`src/sv/stwci_pkg.sv`:
```
`timescale 1ns / 1ps
// ----------------------------------------------------------------------------
// stwci_pkg
// Shared types, codes, limits and helper functions of the three-mode timer.
// ----------------------------------------------------------------------------
package stwci_pkg;

  localparam int unsigned CFG_IDX_W = 3;
  localparam int unsigned CFG_W     = 12;

  // workout setting limits
  localparam logic [6:0]  SETS_MIN     = 7'd1;
  localparam logic [6:0]  SETS_MAX     = 7'd99;
  localparam logic [11:0] WORK_MIN_SEC = 12'd5;
  localparam logic [11:0] WORK_MAX_SEC = 12'd3600;
  localparam logic [11:0] REST_MAX_SEC = 12'd3600;

  // countdown and stopwatch constants
  localparam logic [10:0] STEP_SEC       = 11'd30;
  localparam logic [10:0] CD_MAX_SEC     = 11'd1800;
  localparam logic [10:0] CD_DEFAULT_SEC = 11'd30;
  localparam logic [22:0] SW_MAX_MS      = 23'd5999990;
  localparam logic [22:0] WARN_MS        = 23'd10000;
  localparam logic [9:0]  MS_PER_SEC     = 10'd1000;

  // floor(x / 30) for x up to 1815: (x * 2185) >> 16
  localparam logic [23:0] SNAP_RECIP = 24'd2185;

  // register values after reset
  localparam logic [10:0] RST_INIT_SEC = 11'd30;
  localparam logic [6:0]  RST_SETS     = 7'd5;
  localparam logic [11:0] RST_WORK_SEC = 12'd120;
  localparam logic [11:0] RST_REST_SEC = 12'd30;

  typedef enum logic [3:0] {
    OP_TICK          = 4'd0,
    OP_TOGGLE        = 4'd1,
    OP_PAUSE         = 4'd2,
    OP_PLUS          = 4'd3,
    OP_RESET         = 4'd4,
    OP_SESSION_RESET = 4'd5,
    OP_CYCLE         = 4'd6,
    OP_WORKOUT_ON    = 4'd7,
    OP_WORKOUT_OFF   = 4'd8,
    OP_LOAD          = 4'd9
  } opcode_t;

  typedef enum logic [2:0] {
    REG_CD_INIT     = 3'd0,
    REG_SETS        = 3'd1,
    REG_WORK        = 3'd2,
    REG_REST        = 3'd3,
    REG_READY       = 3'd4,
    REG_START_WO    = 3'd5,
    REG_START_CD    = 3'd6
  } cfg_idx_t;

  typedef enum logic [1:0] {
    M_SW = 2'd0,
    M_CD = 2'd1,
    M_WO = 2'd2
  } mode_t;

  typedef enum logic [1:0] {
    PH_IDLE  = 2'd0,
    PH_RUN   = 2'd1,
    PH_PAUSE = 2'd2,
    PH_DONE  = 2'd3
  } phase_t;

  typedef struct packed {
    logic                 we;
    logic [CFG_IDX_W-1:0] index;
    logic [CFG_W-1:0]     data;
  } cfg_wr_t;

  typedef struct packed {
    logic [3:0]  opcode;
    logic [31:0] now_ms;
    logic [15:0] load_seconds;
  } event_t;

  typedef struct packed {
    mode_t       mode;
    phase_t      phase;
    logic [22:0] readout_ms;
    logic [10:0] cd_len_sec;
    logic        warn_near_end;
    logic [6:0]  cur_set;
    logic        on_rest;
  } snap_t;

  // saturate to 30:00, then round to the nearest 30 s step, halves up
  function automatic logic [10:0] snap_sec(input logic [10:0] sec);
    logic [11:0] rnd;
    logic [23:0] prod;
    logic [5:0]  q;
    rnd  = {1'b0, sec} + 12'(STEP_SEC >> 1);
    prod = 24'(rnd) * SNAP_RECIP;
    q    = prod[21:16];
    if (sec > CD_MAX_SEC) begin
      snap_sec = CD_MAX_SEC;
    end else begin
      snap_sec = 11'(q) * STEP_SEC;
    end
  endfunction

  function automatic logic [22:0] ms_of(input logic [11:0] sec);
    ms_of = 23'(sec) * 23'(MS_PER_SEC);
  endfunction

endpackage

```
`src/sv/stwci_core.sv`:
```
`timescale 1ns / 1ps
// ----------------------------------------------------------------------------
// stwci_core
// Settings registers, per-mode timer state and the event logic. Produces the
// snapshot that follows the event being applied in this cycle.
// ----------------------------------------------------------------------------
module stwci_core
  import stwci_pkg::*;
(
  input  logic    clk,
  input  logic    rst_n,
  input  cfg_wr_t cfg,
  input  logic    ev_go,
  input  event_t  ev,
  output snap_t   snap
);

  // settings
  logic [10:0] init_r, init_nxt;
  logic [6:0]  sets_r, sets_nxt;
  logic [11:0] work_r, work_nxt;
  logic [11:0] rest_r, rest_nxt;
  logic        ready_r, ready_nxt;
  logic        siw_r, siw_nxt;
  logic        ssc_r, ssc_nxt;
  logic        cfg_start;
  logic        cfg_wo_idle;

  // timer state
  mode_t       mode_r, mode_nxt;
  logic        simple_r, simple_nxt;
  logic [10:0] dur_r, dur_nxt;
  logic [6:0]  set_r, set_nxt;
  logic        rest_leg_r, rest_leg_nxt;
  phase_t      phase_r [3];
  phase_t      phase_nxt [3];
  logic [22:0] value_r [3];
  logic [22:0] value_nxt [3];
  logic [31:0] mark_r [3];
  logic [31:0] mark_nxt [3];
  logic [2:0]  mvalid_r, mvalid_nxt;

  // event helpers
  logic        do_pause;
  logic        do_wo_idle;
  logic        do_cd_load;
  logic        do_run;
  phase_t      cur_phase;
  logic [22:0] cur_val;
  logic [31:0] dt;
  logic [22:0] sw_room;
  logic [22:0] work_ms;
  logic [22:0] rest_ms;
  logic [10:0] cfg_dur;
  logic [10:0] load_dur;
  logic [10:0] plus_dur;
  logic [10:0] load_sat;

  always_comb begin
    init_nxt    = init_r;
    sets_nxt    = sets_r;
    work_nxt    = work_r;
    rest_nxt    = rest_r;
    ready_nxt   = ready_r;
    siw_nxt     = siw_r;
    ssc_nxt     = ssc_r;
    cfg_start   = 1'b0;
    cfg_wo_idle = 1'b0;
    if (cfg.we) begin
      case (cfg_idx_t'(cfg.index))
        REG_CD_INIT: begin
          init_nxt  = cfg.data[10:0];
          cfg_start = 1'b1;
        end
        REG_SETS: begin
          if (cfg.data[6:0] < SETS_MIN) begin
            sets_nxt = SETS_MIN;
          end else if (cfg.data[6:0] > SETS_MAX) begin
            sets_nxt = SETS_MAX;
          end else begin
            sets_nxt = cfg.data[6:0];
          end
          cfg_wo_idle = 1'b1;
        end
        REG_WORK: begin
          if (cfg.data < WORK_MIN_SEC) begin
            work_nxt = WORK_MIN_SEC;
          end else if (cfg.data > WORK_MAX_SEC) begin
            work_nxt = WORK_MAX_SEC;
          end else begin
            work_nxt = cfg.data;
          end
          cfg_wo_idle = 1'b1;
        end
        REG_REST: begin
          rest_nxt    = (cfg.data > REST_MAX_SEC) ? REST_MAX_SEC : cfg.data;
          cfg_wo_idle = 1'b1;
        end
        REG_READY: begin
          ready_nxt = cfg.data[0];
        end
        REG_START_WO: begin
          siw_nxt   = cfg.data[0];
          cfg_start = 1'b1;
        end
        REG_START_CD: begin
          ssc_nxt   = cfg.data[0];
          cfg_start = 1'b1;
        end
        default: begin
        end
      endcase
    end
  end

  assign cur_phase = phase_r[mode_r];
  assign cur_val   = value_r[mode_r];
  assign dt        = ev.now_ms - mark_r[mode_r];
  assign sw_room   = SW_MAX_MS - cur_val;
  assign work_ms   = ms_of(work_nxt);
  assign rest_ms   = ms_of(rest_r);
  assign cfg_dur   = snap_sec((init_nxt == 11'd0) ? CD_DEFAULT_SEC : init_nxt);
  assign load_sat  = (ev.load_seconds > 16'(CD_MAX_SEC)) ? CD_MAX_SEC
                                                          : ev.load_seconds[10:0];
  assign load_dur  = snap_sec(load_sat);
  assign plus_dur  = (dur_r >= CD_MAX_SEC - STEP_SEC) ? CD_MAX_SEC : dur_r + STEP_SEC;

  always_comb begin
    mode_nxt     = mode_r;
    simple_nxt   = simple_r;
    dur_nxt      = dur_r;
    set_nxt      = set_r;
    rest_leg_nxt = rest_leg_r;
    phase_nxt    = phase_r;
    value_nxt    = value_r;
    mark_nxt     = mark_r;
    mvalid_nxt   = mvalid_r;
    do_pause     = 1'b0;
    do_wo_idle   = 1'b0;
    do_cd_load   = 1'b0;
    do_run       = 1'b0;

    if (cfg_start) begin
      simple_nxt       = ssc_nxt;
      phase_nxt[M_SW]  = PH_IDLE;
      value_nxt[M_SW]  = '0;
      mvalid_nxt[M_SW] = 1'b0;
      dur_nxt          = cfg_dur;
      do_cd_load       = 1'b1;
      do_wo_idle       = 1'b1;
      mode_nxt         = siw_nxt ? M_WO : (ssc_nxt ? M_CD : M_SW);
    end else if (cfg_wo_idle) begin
      do_wo_idle = 1'b1;
    end else if (ev_go) begin
      case (opcode_t'(ev.opcode))
        OP_TICK: begin
          if (cur_phase == PH_RUN) begin
            mark_nxt[mode_r] = ev.now_ms;
            if (!mvalid_r[mode_r]) begin
              // first tick after a start or a new leg only takes the mark
              mvalid_nxt[mode_r] = 1'b1;
            end else if (mode_r == M_SW) begin
              if (cur_val < SW_MAX_MS) begin
                value_nxt[M_SW] = cur_val + ((dt < 32'(sw_room)) ? dt[22:0] : sw_room);
              end
            end else if (dt >= 32'(cur_val)) begin
              value_nxt[mode_r]  = '0;
              mvalid_nxt[mode_r] = 1'b0;
              if (mode_r == M_WO) begin
                // leg over: next leg, or the session ends
                if (rest_leg_r) begin
                  if (set_r < sets_r) begin
                    set_nxt = set_r + 7'd1;
                  end
                  rest_leg_nxt    = 1'b0;
                  value_nxt[M_WO] = work_ms;
                  phase_nxt[M_WO] = PH_RUN;
                end else if (set_r >= sets_r) begin
                  rest_leg_nxt    = 1'b0;
                  phase_nxt[M_WO] = PH_DONE;
                end else if (rest_r == 12'd0) begin
                  set_nxt         = set_r + 7'd1;
                  value_nxt[M_WO] = work_ms;
                  phase_nxt[M_WO] = PH_RUN;
                end else begin
                  rest_leg_nxt    = 1'b1;
                  value_nxt[M_WO] = rest_ms;
                  phase_nxt[M_WO] = PH_RUN;
                end
              end else begin
                phase_nxt[mode_r] = PH_DONE;
              end
            end else begin
              value_nxt[mode_r] = cur_val - dt[22:0];
            end
          end
        end
        OP_TOGGLE: begin
          if (mode_r == M_WO && !ready_r) begin
            // workout locked
          end else if (mode_r == M_CD && cur_phase == PH_DONE) begin
            if (dur_r != 11'd0) begin
              do_cd_load = 1'b1;
              do_run     = 1'b1;
            end
          end else if (mode_r == M_WO && cur_phase == PH_DONE) begin
            do_wo_idle = 1'b1;
            do_run     = 1'b1;
          end else if (cur_phase == PH_RUN) begin
            do_pause = 1'b1;
          end else if (mode_r == M_CD) begin
            if (dur_r != 11'd0) begin
              do_cd_load = (cur_phase == PH_IDLE) && (cur_val == 23'd0);
              do_run     = 1'b1;
            end
          end else if (mode_r == M_WO) begin
            do_wo_idle = (cur_phase == PH_IDLE) && (cur_val == 23'd0);
            do_run     = 1'b1;
          end else begin
            do_run = 1'b1;
          end
        end
        OP_PAUSE: begin
          do_pause = 1'b1;
        end
        OP_PLUS: begin
          if (mode_r != M_WO && cur_phase != PH_RUN) begin
            if (mode_r == M_SW) begin
              phase_nxt[M_SW]  = PH_IDLE;
              value_nxt[M_SW]  = '0;
              mvalid_nxt[M_SW] = 1'b0;
            end else begin
              dur_nxt    = plus_dur;
              do_cd_load = 1'b1;
            end
          end
        end
        OP_RESET, OP_SESSION_RESET: begin
          if (cur_phase != PH_RUN) begin
            if (mode_r == M_WO) begin
              do_wo_idle = 1'b1;
            end else if (mode_r == M_SW) begin
              phase_nxt[M_SW]  = PH_IDLE;
              value_nxt[M_SW]  = '0;
              mvalid_nxt[M_SW] = 1'b0;
            end else begin
              dur_nxt    = '0;
              do_cd_load = 1'b1;
            end
          end
        end
        OP_CYCLE: begin
          do_pause = 1'b1;
          if (mode_r == M_SW) begin
            simple_nxt = 1'b1;
            mode_nxt   = M_CD;
          end else if (mode_r == M_CD) begin
            simple_nxt = 1'b1;
            mode_nxt   = M_WO;
            do_wo_idle = 1'b1;
          end else begin
            simple_nxt = 1'b0;
            mode_nxt   = M_SW;
          end
        end
        OP_WORKOUT_ON: begin
          do_pause   = 1'b1;
          mode_nxt   = M_WO;
          do_wo_idle = 1'b1;
        end
        OP_WORKOUT_OFF: begin
          do_pause = 1'b1;
          mode_nxt = simple_r ? M_CD : M_SW;
        end
        OP_LOAD: begin
          dur_nxt    = load_dur;
          do_cd_load = 1'b1;
        end
        default: begin
        end
      endcase
    end

    // shared actions, applied in a fixed order
    if (do_pause && cur_phase == PH_RUN) begin
      phase_nxt[mode_r]  = PH_PAUSE;
      mvalid_nxt[mode_r] = 1'b0;
    end
    if (do_wo_idle) begin
      set_nxt          = 7'd1;
      rest_leg_nxt     = 1'b0;
      phase_nxt[M_WO]  = PH_IDLE;
      value_nxt[M_WO]  = work_ms;
      mvalid_nxt[M_WO] = 1'b0;
    end
    if (do_cd_load) begin
      phase_nxt[M_CD]  = PH_IDLE;
      value_nxt[M_CD]  = ms_of({1'b0, dur_nxt});
      mvalid_nxt[M_CD] = 1'b0;
    end
    if (do_run) begin
      phase_nxt[mode_r]  = PH_RUN;
      mvalid_nxt[mode_r] = 1'b0;
    end
  end

  // snapshot of the mode active after the event
  always_comb begin
    snap.mode          = mode_nxt;
    snap.phase         = phase_nxt[mode_nxt];
    snap.readout_ms    = value_nxt[mode_nxt];
    snap.cd_len_sec    = dur_nxt;
    snap.warn_near_end = (mode_nxt != M_SW) && (phase_nxt[mode_nxt] == PH_RUN) &&
                         (value_nxt[mode_nxt] <= WARN_MS);
    snap.cur_set       = set_nxt;
    snap.on_rest       = rest_leg_nxt;
  end

  always_ff @(posedge clk) begin
    if (!rst_n) begin
      init_r        <= RST_INIT_SEC;
      sets_r        <= RST_SETS;
      work_r        <= RST_WORK_SEC;
      rest_r        <= RST_REST_SEC;
      ready_r       <= 1'b0;
      siw_r         <= 1'b0;
      ssc_r         <= 1'b0;
      mode_r        <= M_SW;
      simple_r      <= 1'b0;
      dur_r         <= snap_sec(RST_INIT_SEC);
      set_r         <= 7'd1;
      rest_leg_r    <= 1'b0;
      phase_r[M_SW] <= PH_IDLE;
      phase_r[M_CD] <= PH_IDLE;
      phase_r[M_WO] <= PH_IDLE;
      value_r[M_SW] <= '0;
      value_r[M_CD] <= ms_of({1'b0, snap_sec(RST_INIT_SEC)});
      value_r[M_WO] <= ms_of(RST_WORK_SEC);
      mvalid_r      <= '0;
    end else begin
      init_r     <= init_nxt;
      sets_r     <= sets_nxt;
      work_r     <= work_nxt;
      rest_r     <= rest_nxt;
      ready_r    <= ready_nxt;
      siw_r      <= siw_nxt;
      ssc_r      <= ssc_nxt;
      mode_r     <= mode_nxt;
      simple_r   <= simple_nxt;
      dur_r      <= dur_nxt;
      set_r      <= set_nxt;
      rest_leg_r <= rest_leg_nxt;
      phase_r    <= phase_nxt;
      value_r    <= value_nxt;
      mvalid_r   <= mvalid_nxt;
    end
  end

  // tick marks are only read while their valid bit is set
  always_ff @(posedge clk) begin
    mark_r <= mark_nxt;
  end

  a_set_in_range: assert property (@(posedge clk) disable iff (!rst_n)
    set_r >= SETS_MIN && set_r <= sets_r)
    else $error("workout set number out of range");

  a_dur_limit: assert property (@(posedge clk) disable iff (!rst_n)
    dur_r <= CD_MAX_SEC)
    else $error("countdown duration above limit");

  a_wo_settings_idle: assert property (@(posedge clk) disable iff (!rst_n)
    cfg.we && (cfg.index == REG_SETS || cfg.index == REG_WORK || cfg.index == REG_REST)
    |=> phase_r[M_WO] == PH_IDLE && set_r == 7'd1 && !rest_leg_r)
    else $error("workout not back at first work leg after settings write");

  a_first_tick_mark: assert property (@(posedge clk) disable iff (!rst_n)
    ev_go && !cfg.we && ev.opcode == OP_TICK && phase_r[mode_r] == PH_RUN &&
    !mvalid_r[mode_r]
    |=> mvalid_r[$past(mode_r)] && mark_r[$past(mode_r)] == $past(ev.now_ms))
    else $error("first tick did not take the mark");

endmodule

```
`src/sv/stopwatch_countdown_interval_timer.sv`:
```
`timescale 1ns / 1ps
// ----------------------------------------------------------------------------
// stopwatch_countdown_interval_timer
// Three-mode timer (stopwatch, countdown, interval workout) with one
// snapshot per event item.
// ----------------------------------------------------------------------------
// Every event item gives exactly one snapshot item. The block takes one item
// per clock unless the output stalls: an item goes into the input register,
// then passes through the combinational event logic into the snapshot
// register once that register is free, so a stalled output holds at most
// one finished snapshot and one waiting item.
// Settings must be written through the cfg port while no item is in flight;
// the block itself does not enforce this. Writing the countdown start value
// or either start-mode bit restarts all three timers, writing a workout
// setting returns the workout to set one.
module stopwatch_countdown_interval_timer
  import stwci_pkg::*;
(
  input  logic                 clk,
  input  logic                 rst_n,
  input  logic                 in_valid,
  output logic                 in_ready,
  input  logic [3:0]           in_opcode,
  input  logic [31:0]          in_now_ms,
  input  logic [15:0]          in_load_seconds,
  output logic                 out_valid,
  input  logic                 out_ready,
  output logic [1:0]           out_mode,
  output logic [1:0]           out_phase,
  output logic [22:0]          out_readout_ms,
  output logic [10:0]          out_cd_len_sec,
  output logic                 out_warn_near_end,
  output logic [6:0]           out_cur_set,
  output logic                 out_on_rest,
  input  logic                 cfg_we,
  input  logic [CFG_IDX_W-1:0] cfg_index,
  input  logic [CFG_W-1:0]     cfg_wdata
);

  logic    ev_valid_r;
  event_t  ev_r;
  logic    out_valid_r;
  snap_t   out_r;
  logic    go;
  snap_t   snap;
  cfg_wr_t cfg_wr;

  // event moves into the snapshot register when that register is free or being read out
  assign go       = ev_valid_r && (!out_valid_r || out_ready);
  assign in_ready = !ev_valid_r || go;

  assign cfg_wr.we    = cfg_we;
  assign cfg_wr.index = cfg_index;
  assign cfg_wr.data  = cfg_wdata;

  stwci_core u_core (
    .clk   (clk),
    .rst_n (rst_n),
    .cfg   (cfg_wr),
    .ev_go (go),
    .ev    (ev_r),
    .snap  (snap)
  );

  always_ff @(posedge clk) begin
    if (!rst_n) begin
      ev_valid_r  <= 1'b0;
      out_valid_r <= 1'b0;
    end else begin
      if (in_ready) begin
        ev_valid_r <= in_valid;
      end
      if (go) begin
        out_valid_r <= 1'b1;
      end else if (out_ready) begin
        out_valid_r <= 1'b0;
      end
    end
  end

  always_ff @(posedge clk) begin
    if (in_valid && in_ready) begin
      ev_r.opcode       <= in_opcode;
      ev_r.now_ms       <= in_now_ms;
      ev_r.load_seconds <= in_load_seconds;
    end
    if (go) begin
      out_r <= snap;
    end
  end

  assign out_valid         = out_valid_r;
  assign out_mode          = out_r.mode;
  assign out_phase         = out_r.phase;
  assign out_readout_ms    = out_r.readout_ms;
  assign out_cd_len_sec    = out_r.cd_len_sec;
  assign out_warn_near_end = out_r.warn_near_end;
  assign out_cur_set       = out_r.cur_set;
  assign out_on_rest       = out_r.on_rest;

endmodule
```
`config.mk`:
```
export PLATFORM = sky130hd
export DESIGN_NAME = stopwatch_countdown_interval_timer
export DESIGN_NICKNAME = d
export VERILOG_FILES = /design/src/sv/stwci_pkg.sv /design/src/sv/stwci_core.sv /design/src/sv/stopwatch_countdown_interval_timer.sv
export SDC_FILE = /design/constraint.sdc
export NUM_CORES = 2
export LEC_CHECK = 0
export ABC_AREA = 1
export BUFFER_PORTS_ARGS = -buffer_cell sky130_fd_sc_hd__clkbuf_2
export CAP_MARGIN = 20
export CORE_MARGIN = 4
export CORE_UTILIZATION = 60
export DETAILED_ROUTE_END_ITERATION = 16
export PLACE_DENSITY = 0.82
export RECOVER_POWER = 100
export SYNTH_ARGS = -nofsm -noshare
export SYNTH_HDL_FRONTEND = slang
export SYNTH_HIERARCHICAL = 1
export SYNTH_SLANG_ARGS = --single-unit
export TNS_END_PERCENT = 20
```
`constraint.sdc`:
```
create_clock -name clk -period 22.2 [get_ports clk]
set_input_delay 4.44 -clock clk [delete_from_list [all_inputs] [get_ports clk]]
set_output_delay 4.44 -clock clk [all_outputs]
set_load 0.01 [all_outputs]
```
# Word level (Yosys, flattened, before mapping)
# Index checks and enable logic that the tools add are counted.
totals:
  out_inout_bits: 49
  mem_bits_rw: 0
  latchBits: 0
  elab_cells: 363
  input_bits: 72
  n_memories: 0
  rom_bits: 0
  register_bits: 342
classes:
  n_addsub: 8
  div_mod_pow: 0
  n_mux: 216
  n_lt_le_gt_ge: 19
  n_eq_ne: 23
  mul: 7
  bitwise: 18
  shifts: 0
  n_reduce_logical: 38
op_table:
  columns: ["op", "count"]
  rows:
  - ["69-bit two-way mux", 12]
  - ["23-bit two-way mux", 18]
  - ["11-bit two-way mux", 15]
  - ["46-bit two-way mux", 3]
  - ["7-bit two-way mux", 16]
  - ["96-bit bitwise mux", 1]
  - ["32-bit two-way mux", 3]
  - ["23-bit binary-select mux with 2-bit select", 2]
  - ["1-bit two-way mux", 82]
  - ["69-bit AND", 1]
  - ["69-bit bitwise mux", 1]
  - ["69-bit inverter", 1]
  - ["23-bit case mux with 3 select lines", 1]
  - ["32-bit binary-select mux with 2-bit select", 1]
  - ["32-bit demux with 2-bit select", 1]
  - ["12-bit two-way mux", 4]
  - ["6-bit two-way mux", 8]
  - ["23-bit demux with 2-bit select", 1]
  - ["2-bit two-way mux", 23]
  - ["12-bit by 12-bit multiplier with 22-bit output (second input constant)", 2]
  - ["12-bit by 7-bit multiplier with 19-bit output (second input constant)", 2]
  - ["11-bit case mux with 3 select lines", 1]
  - ["32-bit by 23-bit >= comparator with 1-bit output", 1]
  - ["32-bit by 23-bit less-than comparator with 1-bit output", 1]
  - ["other kinds (69)", 128]

# Logic depth before layout (Yosys ltp)
depth:
  word_depth: 31
  ltp_mapped: 74
  depth_no_buf: 74

# Cells and area by module
# Netlist, hierarchy kept.
by_module_without_submodules:
  columns: ["module", "seq_area_each_um2", "area_per_inst_um2", "n_inst", "cells_each"]
  rows:
  - ["stwci_core", 5785.5, 29768.6, 1, 4274]
  - ["stopwatch_countdown_interval_timer", 3012.9, 3067.9, 1, 112]

# Least setup slack after synthesis
# Ideal clock, no wire load.
synth_timing:
  path_type: "input-to-reg"
  start: "in cfg_index[1]"
  end: "reg out_r, in the netlist out_warn_near_end (data pin)"
  setup_time_ns: 0.252
  arrival_ns: 15.237
  stages: 59
  n_path_buf: 1
  path_slack_ns: 6.711
  t_required_ns: 21.948
  cell_sequence: "nor2_1 -> nand2_2 -> buf_2 -> o21ai_1 -> nand2_1 -> nor2_1 -> nand3_1 -> nand2_1 -> inv_1 -> ha_1 -> nand3_2 -> nand3_2 -> or3_1 -> xor2_1 -> inv_1 -> fa_1 -> inv_1 -> ha_1 -> [... 23 more ...] -> inv_1 -> ha_1 -> nand2_1 -> nor2_1 -> nand2_1 -> o211ai_1 -> a21boi_0 -> o21ai_0 -> a21oi_1 -> o21bai_1 -> xnor2_1 -> o21ai_0 -> o22ai_1 -> inv_1 -> nand2_1 -> inv_1 -> nand4_1 -> nor2_1"
synth_rtl:
  columns: ["element", "line_no", "source"]
  rows:
  - ["start, declared", "stopwatch_countdown_interval_timer.sv:36", "input logic [CFG_IDX_W-1:0] cfg_index,"]
  - ["end signal, assigned", "stopwatch_countdown_interval_timer.sv:88", "out_r <= snap;"]
  - ["end, declared", "stopwatch_countdown_interval_timer.sv:43", "snap_t out_r;"]

==> reports/qor.csv <==
stage,metric,value,unit
outcome,status,"finished, violations left",
outcome,violations,"capacitance limit, slew limit",
hold_path,hp-class,flip-flop to flip-flop,
power,power.share.switching,47.1,%
logic_synthesis,synth_edf_count,195,
clock_tree,worstSkewPairLatency,0.57,ns
run,max_cap_viol_count,9,
layout,n_antenna_cell,0,
detailed_routing,num_vias,30500,
clock_tree,cts_tree,done,
die,fp.dieW,242,um
hold_path,min_to,u_core/work_r[3]$_SDFF_PN1_,
logic_synthesis,avgSynthCellArea,7.49,um^2
logic_synthesis,ys.flop_type,edfxtp_1,
detailed_routing,drtIter0Drc,3388,
power,ir_worst_vdd,0.292,mV
global_route,overflow,0,
power,seq_power_share,19.5,%
logic_synthesis,synth.area.mux_share,0.0610,%
worst_setup_path,cp_max_fo,15,
layout,area_delta_synth_final,7.66,%
clock_tree,cts_setup_buffers,0,
logic_synthesis,synth_top_family_by_area,simple AND/OR/NAND/NOR gates,
clock_tree,cts_buffers,39,
timing,drv_slew,351,
timing,hold_viol_final,0,
detailed_routing,final_antenna_net_count,0,
worst_setup_path,crit_path_start_kind,input port,
worst_setup_path,r2r_slack,8.75,ns
logic_synthesis,synth.most_common_cell,nand2_1,
timing,clock.fmax,59.2,MHz
detailed_routing,vias_per_cell,5.84,
die,start_util,60.8,%
logic_synthesis,synth-adder-area-share,24.1,%
worst_setup_path,reg2reg_to,out_warn_near_end$_DFFE_PP_,
logic_synthesis,synthTopCellsByArea,"edfxtp_1 (18%), ha_1 (16%), nand2_1 (12%)",
logic_synthesis,synth_seq_area_share,26.8,%
power,p_clk_share,18.1,%
logic_synthesis,synth_top_area_share,17.8,%
die,io_pins,121,
placement,io_buffers,120,
detailed_routing,totalWireLength,99100,um
logic_synthesis,netlist_top_cells_count,"nand2_1 (1092), inv_1 (652), ha_1 (412), nor2_1 (395), a21oi_1 (273)",
worst_setup_path,reg2regPathDepth,69,
power,comb_power_share,62.4,%
logic_synthesis,yosys_warnings,6,
die,num_rows,85,
power,finalPower,3.77,mW
logic_synthesis,netlist_instances,4386,
clock_tree,htree_levels,2,
timing,slew_headroom,-123,%
logic_synthesis,synth_compound_area_share,11.7,%
global_route,antenna_found_initial,0,
hold_path,worstHoldPathCells,2,
worst_setup_path,path_common_cell,inv_1,
logic_synthesis,synth_top_cell_by_area,edfxtp_1,
worst_setup_path,timing.rr.start,ev_r[0]$_DFFE_PP_,
timing,min_period_over_period,76.1,%
logic_synthesis,ys_seq_elements,342,
clock_tree,ctsResizeCount,0,
timing,rsz0062_at_grt,no,
die,core_area,54000,um^2
timing,skew,0.0282,ns
power,p_leak,17.6,nW
die,dieHeight,242,um
layout,n_fill_cell,4735,
layout,multi_input_area,21100,um^2
logic_synthesis,async_flop_share,0,%
power,power_density,107,nW/um^2
layout,drive_gt1_share,5.30,%
worst_setup_path,critPathKind,input port to flip-flop,
detailed_routing,drc_errors,0,
layout,nets,5116,
clock_tree,cts_root_buf,clkbuf_16,
placement,place_congestion,1.02,
worst_setup_path,slowest_delay,0.81,ns
placement,dp_hpwl,77900,um
worst_setup_path,endpoint_kind,flip-flop,
worst_setup_path,crit_slowest_cell,o21ai_0,
global_route,grt_first_pass_wirelength,156000,um
global_route,grt_pass1_vias,29300,
clock_tree,cts_sinks,342,
logic_synthesis,syn_area,32800,um^2
hold_path,hp-start,u_core/work_r[3]$_SDFF_PN1_,
clock_tree,clockBufferDepth,3,
global_route,grt_usage,33.1,%
worst_setup_path,required,22.51,ns
detailed_routing,first_pass_iters,10,
clock_tree,clk_pin_slew,0.06,ns
clock_tree,holdBufCountCts,0,
worst_setup_path,critPathArrivalTime,17.21,ns
timing,tightest_slew,3.35,ns
timing,finalSetupViolCount,0,
logic_synthesis,yosys.area_share.simple,24.3,%
power,power.switching,1.78,mW
detailed_routing,routedWlPerCell,19.0,um
logic_synthesis,synth_cell_types,71,
layout,finalInstanceArea,35400,um^2
global_route,grt_max_degree,58,
die,die_area,58500,um^2
timing,fin_setup_tns,0,ns
placement,dpl_cell_area,34200,um^2
timing,fin_crit,16.90,ns
power,p_int,2.00,mW
layout,ff_latch_area,8800,um^2
logic_synthesis,post_synth_xor_area_fraction,4.00,%
kinds of logic (layout without fill, tap and decap cells):
group	count (synthesis)	in the layout
adders and majority gates	549	549
buffers and inverters	767	905
xor gates and xnor gates	150	150
and+or+nand+nor	1909	1909
AOI/OAI and AO/OA	665	665
DFF	342	342
muxes	2	2
other	2	3
cells in the final DEF (no fill, tap or decap), types with 42 or more instances in the layout:
cell / count
dfxtp_1: 147
clkbuf_1: 79
inv_1: 651
o21ai_0: 201
nor3_1: 43
ha_1: 412
xor2_1: 100
nand3_1: 231
nor2_1: 396
fa_1: 137
nand2_1: 1094
clkbuf_16: 42
edfxtp_1: 195
a21oi_1: 273
clkbuf_2: 60
xnor2_1: 50
area by class of cell:
| cell class | instances | share of cell area, % |
|---|---|---|
| multi-input combinational | 3278 | 59.6 |
| inverter | 683 | 7.26 |
| timing repair buffer | 151 | 2.03 |
| clock inverter | 20 | 0.711 |
| sequential | 342 | 24.9 |
| tap | 696 | 2.46 |
| clock buffer | 51 | 3.10 |
registers in the layout (all words and copies together), names as in the netlist, 6 cells and up:
register,flops
u_core/value_r,69
u_core/work_r,12
out_cd_len_sec,11
u_core/init_r,11
out_cur_set,7
u_core/sets_r,7
u_core/rest_r,12
u_core/phase_r,6
u_core/dur_r,11
ev_r,52
u_core/mark_r,96
u_core/set_r,7
out_readout_ms,23
stage by stage:
step	worst slack, ns	utilization [%]	std cells	hold slack, ns
final	5.30	65.4	5221	0.474
after global routing	4.01	65.4	5221	0.490
after CTS	5.89	65.8	5220	0.469
after detailed placement	5.35	63.3	5149	0.454
after global placement	5.71	63.3	5149	0.450
after floorplan	6.71	-	4387	0.435
routing by layer:
metal / part of all wire, % / GRT usage, % / vias to the layer above
li1: - / - / 14600
met1: 40 / 43.9 / 14100
met5: 0 / 0 / -
met4: 5.6 / 15.2 / 0
met3: 10 / 5.83 / 306
met2: 44 / 53.3 / 1560
power groups by stage:
stage / Sequential [mW] / Clock [mW] / Combinational, mW
2_1_floorplan: 0.740 / 0 / 1.76
3_3_place_gp: 0.745 / 0 / 2.23
3_5_place_dp: 0.746 / 0 / 2.30
4_1_cts: 0.732 / 0.689 / 2.32
5_1_grt: 0.737 / 0.717 / 2.66
6_report: 0.734 / 0.683 / 2.36
worst max-delay path, delay by kind of cell:
kind	cells	cell delay (ns)
fa+ha+maj	13	4.90
compound gates	10	2.97
simple gates	23	2.97
buf+inv	13	1.14
xor+xnor	4	0.79
how the worst max path moves through the flow:
stage	slack, ns	end	start	cells after the start
global route	4.01	out_warn_near_end$_DFFE_PP_	cfg_index[1]	62
floorplan	6.71	out_warn_near_end$_DFFE_PP_	cfg_index[1]	59
finish	5.30	out_warn_near_end$_DFFE_PP_	cfg_index[1]	63
CTS	5.89	out_warn_near_end$_DFFE_PP_	cfg_index[1]	65
global placement	5.71	out_warn_near_end$_DFFE_PP_	cfg_index[1]	65
detailed placement	5.35	out_warn_near_end$_DFFE_PP_	cfg_index[1]	65
(Power assumes the default switching activity.)
